$ cat src/rtl/cvs_sqrt.sv
// ----------------------------------------------------------------------------
// cvs_sqrt: pipelined integer square root
// two radicand bits and one root bit per stage, truncated result
// ----------------------------------------------------------------------------
module cvs_sqrt #(
	parameter int SQ = 24
) (
	input  logic            clk,
	input  logic            en,
	input  logic [2*SQ-1:0] rad_in,
	output logic [SQ-1:0]   root
);

	localparam int RW = SQ + 2;

	logic [2*SQ-1:0] x_s    [SQ];
	logic [RW-1:0]   rem_s  [SQ];
	logic [SQ-1:0]   root_s [SQ];

	for (genvar k = 0; k < SQ; k++) begin : g_stage
		logic [2*SQ-1:0] x_p;
		logic [RW-1:0]   rem_p;
		logic [SQ-1:0]   root_p;
		logic [RW+1:0]   cur, trial;
		logic            ge;

		if (k == 0) begin : g_first
			assign x_p    = rad_in;
			assign rem_p  = '0;
			assign root_p = '0;
		end else begin : g_next
			assign x_p    = x_s[k-1];
			assign rem_p  = rem_s[k-1];
			assign root_p = root_s[k-1];
		end

		assign cur   = {rem_p, x_p[2*SQ-1 -: 2]};
		assign trial = (RW+2)'({root_p, 2'b01});
		assign ge    = (cur >= trial);

		always_ff @(posedge clk) begin
			if (en) begin
				x_s[k]    <= x_p << 2;
				rem_s[k]  <= ge ? RW'(cur - trial) : RW'(cur);
				root_s[k] <= {root_p[SQ-2:0], ge};
			end
		end
	end

	assign root = root_s[SQ-1];

endmodule

$ cat config.mk
export PLATFORM = sky130hd
export DESIGN_NAME = cvs_sqrt
export DESIGN_NICKNAME = d
export VERILOG_FILES = /design/src/rtl/cvs_sqrt.sv
export SDC_FILE = /design/constraint.sdc
export NUM_CORES = 2
export LEC_CHECK = 0
export BUFFER_PORTS_ARGS = -buffer_cell sky130_fd_sc_hd__buf_2
export CORE_AREA = 3 3 348 350
export CTS_BUF_LIST = sky130_fd_sc_hd__clkbuf_8
export DETAILED_ROUTE_END_ITERATION = 12
export DIE_AREA = 0 0 351 353
export GPL_TIMING_DRIVEN = 0
export PLACE_DENSITY = 0.81
export SLEW_MARGIN = 20
export SYNTH_ARGS = -nofsm -noshare
export SYNTH_HDL_FRONTEND = slang
export SYNTH_SLANG_ARGS = --single-unit
$ cat constraint.sdc
create_clock -name clk -period 9.3 [get_ports clk]
set_input_delay 0 -clock clk [delete_from_list [all_inputs] [get_ports clk]]
set_output_delay 0 -clock clk [all_outputs]
set_load 0.05 [all_outputs]
==> flow_summary.yaml <==
yosys:
  syn_area_per_cell_um2: 13.2
  ys.flop_type: "edfxtp_1"
  synth_edf_count: 1415
  async_reset_ff_share_pct: 0
  yosysSeqAreaShare_pct: 65.3
  synth.distinct_cells: 86
  yosys_warnings: 0
  synth_fp_nets: 5313
  ys_ff_latch: 1415
  syn_inst: 4937
  syn-cell-area_um2: 65000
layout:
  final_cells: 7066
  utilization_pct: 61.9
  final_nets: 5717
  area.growth.synth_to_final_pct: 12.4
  drive_above_1_share_pct: 8.50
power_and_ir_drop:
  p_leak_nw: 28.3
  p_per_area_nw_per_um2: 227
  ir_drop_v: 0.000168
global_routing:
  grt_pass1_wl_mm: 188
  grtUsageTotal_pct: 18.6
  grt_pass1_vias: 38410
  antenna_found_initial: 3
  grt.overflow.total: 0
  grt_max_degree: 161
clock_tree:
  cts_buffers: 222
  root_buffer: "clkbuf_8"
  clk_latency_ps: 900
  clockBufferDepth: 3
  h-tree-depth: 4
  cts.sinks: 1415
  post_cts_buffers: 0
  path_clk_slew_ps: 60
  cts_tree: "done"
place:
  io_buffers: 73
  pre_cts_ws_ps: 5050
  routabilityCongestion: 0.902
  hpwlAfterDp_mm: 80.5
  post-place-cells: 6555
routing:
  drc_errors: 0
  drt_iter0_drc: 3000
  totalWireLength_mm: 116
  dr.pass1.iters: 6
  vias: 39044
  via_per_inst: 5.53
  wl_per_cell_um: 16.4
  detail-route-antenna-nets: 0
critical_path:
  r2r_slack_ps: 5140
  regToRegStartpoint: "x_s[2][228]"
  r2r_cells: 10
  r2r-end: "rem_s[2][131]"
  required_ps: 9920
  crit_arrival_ps: 4780
  end_kind: "register"
  criticalPathCategory: "register to register"
  path_max_fanout: 10
  critPathLaunchType: "register"
die:
  num_rows: 126
  die_area_um2: 124000
  die_w_um: 351
  die_h_um: 353
  start_util_pct: 55.1
  ios: 74
  fp.coreArea_um2: 118000
sta:
  rsz0062_at_grt: "no"
  holdWs_ps: 140
  worst_slew_pin_slew_ps: 955
  slew_headroom_pct: 35.5
  fmax_mhz: 241
  min_period_ps: 4160
  post-route-period-util_pct: 44.7
  finalSetupTns_ps: 0
  finalSetupViolations: 0
  hold_violations: 0
  finalWorstSetupSlack_ps: 5140
  slew_violations: 0
  skew_ps: 40.5
min_path:
  hold_end: "x_s[0][14]"
  hold_path_depth: 2
  min_from: "en"
  hold_class: "primary input to register"
outcome:
  status: "complete, no violations"
run:
  max_cap_viol_count: 0
==> synthesized netlist by cell type, types with 9 or more instances <==
library cell	instances	share of area [%]
o21ai_0	175	1.3
xnor2_1	235	3.2
and3_1	28	0.27
xor2_1	227	3.1
a31oi_1	25	0.24
a21o_1	117	1.4
mux2_2	18	0.31
inv_2	10	0.058
nand2b_1	71	0.68
or2_1	9	0.087
mux2_1	10	0.17
ha_1	326	6.3
clkbuf_1	68	0.39
edfxtp_1	1415	65
nor2b_1	43	0.41
a2111oi_0	13	0.18
a21oi_1	280	2.2
nand3b_1	13	0.15
or2_2	26	0.25
nor3_1	133	1.0
nor4_1	72	0.69
o21ai_1	85	0.65
and2_1	12	0.12
o41ai_1	9	0.12
o211ai_1	19	0.22
o21bai_1	23	0.27
or4_1	30	0.35
nand4_1	44	0.42
a211oi_1	31	0.36
nand3_1	69	0.53
inv_1	400	2.3
o21a_1	56	0.65
nand2_1	340	2.0
nor2_1	290	1.7
or3_1	48	0.46
o31ai_1	23	0.27
==> sequential cells by signal (all words and copies together), names as in the netlist <==
name / count
root_s: 300
rem_s: 563
x_s: 552
==> power breakdown <==
group / switching, mW / internal (mW)
sequential: 0.458 / 8.00
combinational: 1.66 / 1.24
clock: 2.39 / 2.82
==> kinds of logic after synthesis <==
| kind of cell | count (synthesis) | share of synthesized area [%] |
|---|---|---|
| flops | 1415 | 65.3 |
| compound gates | 951 | 9.19 |
| other cells | 1 | 0.00577 |
| fa+ha+maj | 326 | 6.27 |
| buf+inv | 486 | 2.83 |
| mux | 35 | 0.593 |
| simple gates | 1261 | 9.55 |
| xor+xnor | 462 | 6.22 |
==> placed cells by master (no fill, tap or decap), drive strengths merged, types with 69 or more instances in the layout <==
cell type    netlist  final
a21oi            281    281
edfxtp          1415   1415
nor4              74     74
a21o             117    117
nor3             135    135
nor2             290    290
o21ai            260    260
clkinv             0     99
xnor2            235    235
ha               326    326
dlygate4sd3        0     98
nand3             69     69
xor2             227    227
clkbuf            68    291
inv              410    467
buf                8     90
nand2b            71     71
nand2            340    340
==> routing by layer <==
metal | share of wire, % | track usage (%)
met2 | 48 | 30.6
met5 | 0.011 | 0
met3 | 6.1 | 3.94
met4 | 3.8 | 8.64
met1 | 42 | 23.8
==> timing repair <==
action | 4_1_cts | 5_1_grt
hold endpoints to repair | 561 | 0
resized for setup | 0 | 0
hold buffers | 98 | 0
==> per-stage QoR <==
step	power [mW]	instance area, um^2
after detailed placement	11.4	67600
after floorplan	10.6	65000
after CTS	16.7	73100
after global placement	11.6	67300
final	16.6	73100
after global routing	17.4	73100
==> worst max path at each step <==
stage,start,endpoint,slack [ps],cells past startpoint
2_1_floorplan,rem_s[2][86],rem_s[2][127],6110,10
3_3_place_gp,en,x_s[1][116],-12660,1
3_5_place_dp,x_s[2][228],rem_s[2][131],5050,10
4_1_cts,x_s[2][228],rem_s[2][131],5020,10
5_1_grt,x_s[2][228],rem_s[2][131],4910,10
6_report,x_s[2][228],rem_s[2][131],5140,10
==> worst max-delay path, stage by stage, from the launching register on <==
cell      delay [ps]
edfxtp_1         560
inv_1             90
ha_1             230
nand2b_1         160
a21oi_1          250
a311oi_1         260
o31ai_1          820
o21ai_1          510
inv_2            300
clkbuf_1         520
a21oi_1          150
==> layout make-up <==
type / count / area [um^2]
timing repair buffer: 180 / 1610
tap: 1536 / 1920
multi-input combinational: 3036 / 20700
buffer: 76 / 299
fill: 8675 / 45000
clock inverter: 188 / 1410
sequential: 1415 / 42500
clock buffer: 223 / 3070
antenna: 2 / 5.00
inverter: 410 / 1540
No activity file was read; power rests on OpenSTA's default activity.
