--- config.mk ---
export PLATFORM = sky130hd
export DESIGN_NAME = cvs_div
export DESIGN_NICKNAME = d
export VERILOG_FILES = /design/src/rtl/cvs_div.sv
export SDC_FILE = /design/constraint.sdc
export NUM_CORES = 2
export LEC_CHECK = 0
export CAP_MARGIN = 10
export CORE_ASPECT_RATIO = 0.9
export CORE_MARGIN = 8
export CORE_UTILIZATION = 58
export DETAILED_ROUTE_END_ITERATION = 6
export DONT_BUFFER_PORTS = 1
export GPL_ROUTABILITY_DRIVEN = 0
export HOLD_SLACK_MARGIN = 0.02
export PLACE_DENSITY = 0.74
export SETUP_SLACK_MARGIN = 0.05
export SYNTH_ARGS = -nofsm -noshare
export SYNTH_HDL_FRONTEND = slang
export SYNTH_SLANG_ARGS = --single-unit
--- constraint.sdc ---
create_clock -name clk -period 5.35 [get_ports clk]
set_input_delay 0.8025 -clock clk [delete_from_list [all_inputs] [get_ports clk]]
set_output_delay 0.8025 -clock clk [all_outputs]
set_load 0.05 [all_outputs]
--- src/rtl/cvs_div.sv ---
// ----------------------------------------------------------------------------
// cvs_div: pipelined restoring divider
// one quotient bit per stage, the numerator's low part is all zeros
// ----------------------------------------------------------------------------
module cvs_div #(
	parameter int DW = 32,
	parameter int QW = 16
) (
	input  logic          clk,
	input  logic          en,
	input  logic [DW-1:0] rem_in,
	input  logic [DW-1:0] den_in,
	output logic [QW-1:0] quo
);

	logic [DW-1:0] rem_s [QW];
	logic [DW-1:0] den_s [QW];
	logic [QW-1:0] quo_s [QW];

	for (genvar k = 0; k < QW; k++) begin : g_stage
		logic [DW-1:0] rem_p, den_p;
		logic [QW-1:0] quo_p;
		logic [DW:0]   sh;
		logic          ge;

		if (k == 0) begin : g_first
			assign rem_p = rem_in;
			assign den_p = den_in;
			assign quo_p = '0;
		end else begin : g_next
			assign rem_p = rem_s[k-1];
			assign den_p = den_s[k-1];
			assign quo_p = quo_s[k-1];
		end

		assign sh = {rem_p, 1'b0};
		assign ge = (sh >= {1'b0, den_p});

		always_ff @(posedge clk) begin
			if (en) begin
				rem_s[k] <= ge ? DW'(sh - {1'b0, den_p}) : sh[DW-1:0];
				den_s[k] <= den_p;
				quo_s[k] <= {quo_p[QW-2:0], ge};
			end
		end
	end

	assign quo = quo_s[QW-1];

endmodule

==> flow_metrics.py <==
metrics = {
    "worst_setup_path": {
        "max_stage_delay_ns": 0.74,
        "crit_fanout": 284,
        "critPathKind": "in2reg",
        "crit_required_ns": 5.64,
        "reg2reg_from": "rem_s[1][160]",
        "worstReg2RegEnd": "rem_s[1][212]",
        "cp_top_family": "buffers and inverters",
        "r2r_slack_ns": 0.61,
        "cpMaxStageDelayCell": "buf_16",
        "path_buf_inv": 5,
        "cp_cell_sequence": "buf_16 -> buf_16 -> buf_16 -> buf_16 -> buf_16",
        "cp_common_cell": "buf_16",
        "endpoint_kind": "flip-flop",
        "cp.arrival_ns": 5.06,
        "crit_path_start_kind": "input port",
        "reg2reg_depth": 12,
    },
    "yosys": {
        "ys_async_sr_fraction_pct": 0,
        "synth_area_per_cell_um2": 10.88,
        "syn_area_um2": 64570,
        "synth_top_cell_area_share_pct": 50.97,
        "yosysTopAreaCell": "edfxtp_1",
        "syn_nets": 6529,
        "ys.flop_type": "edfxtp_1",
        "ys_types": 93,
        "synth-edff-count": 1096,
        "synth_seq_cells": 1096,
        "synth-seq-area-share_pct": 50.97,
        "yosysWarnings": 0,
        "syn_inst": 5937,
        "yosys-top-cells-area": "edfxtp_1, ha_1, inv_1",
    },
    "clock_network": {
        "tritoncts": "yes",
        "clkTransAtPathRegs_ns": 0.06,
        "clkSinkCount": 1096,
        "cts_hold_buf": 0,
        "cts_resized": 0,
        "htree_levels": 3,
        "clock_latency_ns": 0.70,
        "cts_root_buffer": "clkbuf_16",
        "cts_made_buffers": 114,
        "cts_max_path_buffers": 3,
        "post_cts_buffers": 0,
    },
    "cells_and_area": {
        "final_util_pct": 63.40,
        "fill_cells": 8314,
        "regArea_um2": 32910,
        "finish.net_count": 6545,
        "syn_to_final_growth_pct": 8.728,
        "multi_input_area_um2": 28680,
        "drive_above_1_share_pct": 7.142,
    },
    "timing": {
        "fin_crit_sh_pct": 89.07,
        "worstMarginPinSlew_ns": 1.587,
        "tns_ns": 0,
        "slew_headroom_pct": -5.816,
        "min_period_ns": 4.765,
        "hold_viol": 0,
        "rsz0062_at_grt": "false",
        "finClkSkew_ns": 0.02169,
        "fmax_mhz": 209.9,
        "setup_viol": 0,
        "slew_violations": 149,
    },
    "global_route": {
        "grt_pass1_wl_um": 205100,
        "antenna_found_initial": 0,
        "use_met3_pct": 2.904,
        "grt_use_total_pct": 19.88,
        "use_met2_pct": 38.78,
        "met1_usage_pct": 19.71,
        "grt_max_degree": 303,
        "grt.busiest_layer": "met2",
        "grt-ovfl-total": 0,
        "grt_pass1_vias": 43810,
    },
    "route": {
        "drt_wl_total_um": 124500,
        "vias": 43480,
        "drtIter0Drc": 2961,
        "drtPass1Iterations": 6,
        "drc": 0,
        "post_drt_wl_per_cell_um": 16.54,
        "final_antenna_net_count": 0,
        "vias_per_cell": 5.777,
    },
    "worst_hold_path": {
        "min_path_type": "in2reg",
        "holdCritStartpoint": "den_in[26]",
        "holdPathStages": 0,
        "hold_path_end": "den_s[0][26]",
    },
    "floorplanning": {
        "die_area_um2": 122300,
        "rows": 116,
        "die_w_um": 367.7,
        "start_util_pct": 58.31,
        "die_h_um": 332.5,
        "core_um2": 110700,
        "ios": 82,
    },
    "flow_run": {
        "max-cap-violations": 0,
    },
    "place": {
        "portBuffers": 0,
        "dp_hpwl_um": 91990,
    },
    "run_status": {
        "status": "complete, but fails checks",
        "violations": "slew limit",
    },
    "pwr": {
        "total_leakage_power_nw": 28.91,
        "peakVddDrop_v": 0.0003626,
        "power_density_nw_per_um2": 599.6,
    },
}
-- worst max-delay path by stage --
stage                  start  depth (start not counted)            end
6_report                  en                          5    quo_s[3][0]
3_5_place_dp              en                          4  den_s[1][192]
4_1_cts        rem_s[1][160]                         12  rem_s[1][211]
2_1_floorplan      den_in[3]                         13   rem_s[0][10]
5_1_grt                   en                          5  rem_s[1][210]
3_3_place_gp              en                          4  den_s[1][195]
-- flip-flops by register name (all words and copies together) (netlist names) --
signal and flops:
den_s 480, rem_s 480, quo_s 136
-- cells in the mapped netlist (all sizes together), types with 36 or more instances --
cell	count
a211oi	43
a21o	219
a21oi	473
a31oi	36
and3	38
buf	37
clkbuf	97
edfxtp	1096
ha	511
inv	644
mux2	164
nand2	498
nand2b	71
nand3	102
nand4	58
nor2	281
nor2b	71
nor3	73
o21a	69
o21ai	485
o21bai	57
o31ai	49
xnor2	213
xor2	184
-- cells by family (layout without fill, tap and decap cells) --
family / count (synthesis) / count (layout) / synth area share [%]
adders and majority gates: 526 / 526 / 10.37
other: 0 / 2 / 0
AOI/OAI and AO/OA: 1649 / 1649 / 15.90
DFF: 1096 / 1096 / 50.97
buffers and inverters: 778 / 890 / 4.693
and+or+nand+nor: 1319 / 1319 / 9.545
muxes: 172 / 172 / 3.135
xor gates and xnor gates: 397 / 397 / 5.385
-- layer usage --
metal | share of wire [%] | vias to the layer above
li1 | - | 21690
met1 | 36 | 20220
met2 | 53 | 1144
met3 | 3.9 | 425
met4 | 6.5 | 0
met5 | 0 | -
-- cell usage in the layout, fill, tap and decap left out, drive strengths merged, types with 11 or more instances in the layout --
master   instances
nor3            73
or2             17
nor2           281
ha             511
o21bai          57
nor4            26
edfxtp        1096
inv            649
and3            38
nand3          102
nand2          498
o31a            19
or3             25
bufinv          21
o31ai           49
nand4           58
a21o           219
mux2           164
o21a            69
nor2b           71
clkinv          48
xnor2          213
a31o            12
buf             34
a21boi          21
a2111oi         15
and2            24
a221oi          12
a31oi           36
clkbuf         130
a211o           13
a21oi          473
xor2           184
a41oi           11
o211ai          24
a211oi          43
o21ai          485
fa              15
nand2b          71
-- stage by stage --
stage / std cells / power, W / worst slack (ns) / area [um2] / hold WS [ns]
CTS: 7523 / 0.04205 / 0.6258 / 70170 / 0.1416
finish: 7526 / 0.04209 / 0.5849 / 70210 / 0.1964
global placement: 7311 / 0.03304 / 0.1339 / 66230 / 0.4027
detailed placement: 7311 / 0.03365 / 0.009721 / 66230 / 0.4045
global route: 7524 / 0.04507 / 0.2055 / 70200 / 0.1507
floorplan: 5937 / 0.02947 / 1.656 / 64570 / 0.4003
-- where the power goes --
part / total [W] / internal, W / switching [W] / leakage, nW
Combinational: 0.0197 / 0.00865 / 0.0110 / 16.3
Clock: 0.00824 / 0.00499 / 0.00324 / 1.91
Sequential: 0.0142 / 0.0130 / 0.00122 / 10.7
Total: 0.0421 / 0.0266 / 0.0155 / 28.9
-- area by class of cell --
type                       count  area share, %
clock inverter                82          1.372
multi-input combinational   4063          40.85
sequential                  1096          46.88
inverter                     644          3.443
antenna                        2       0.007129
clock buffer                 130          4.240
timing repair buffer          34         0.5774
tap                         1475          2.629
Note: power is estimated with default switching activity, not from simulation.
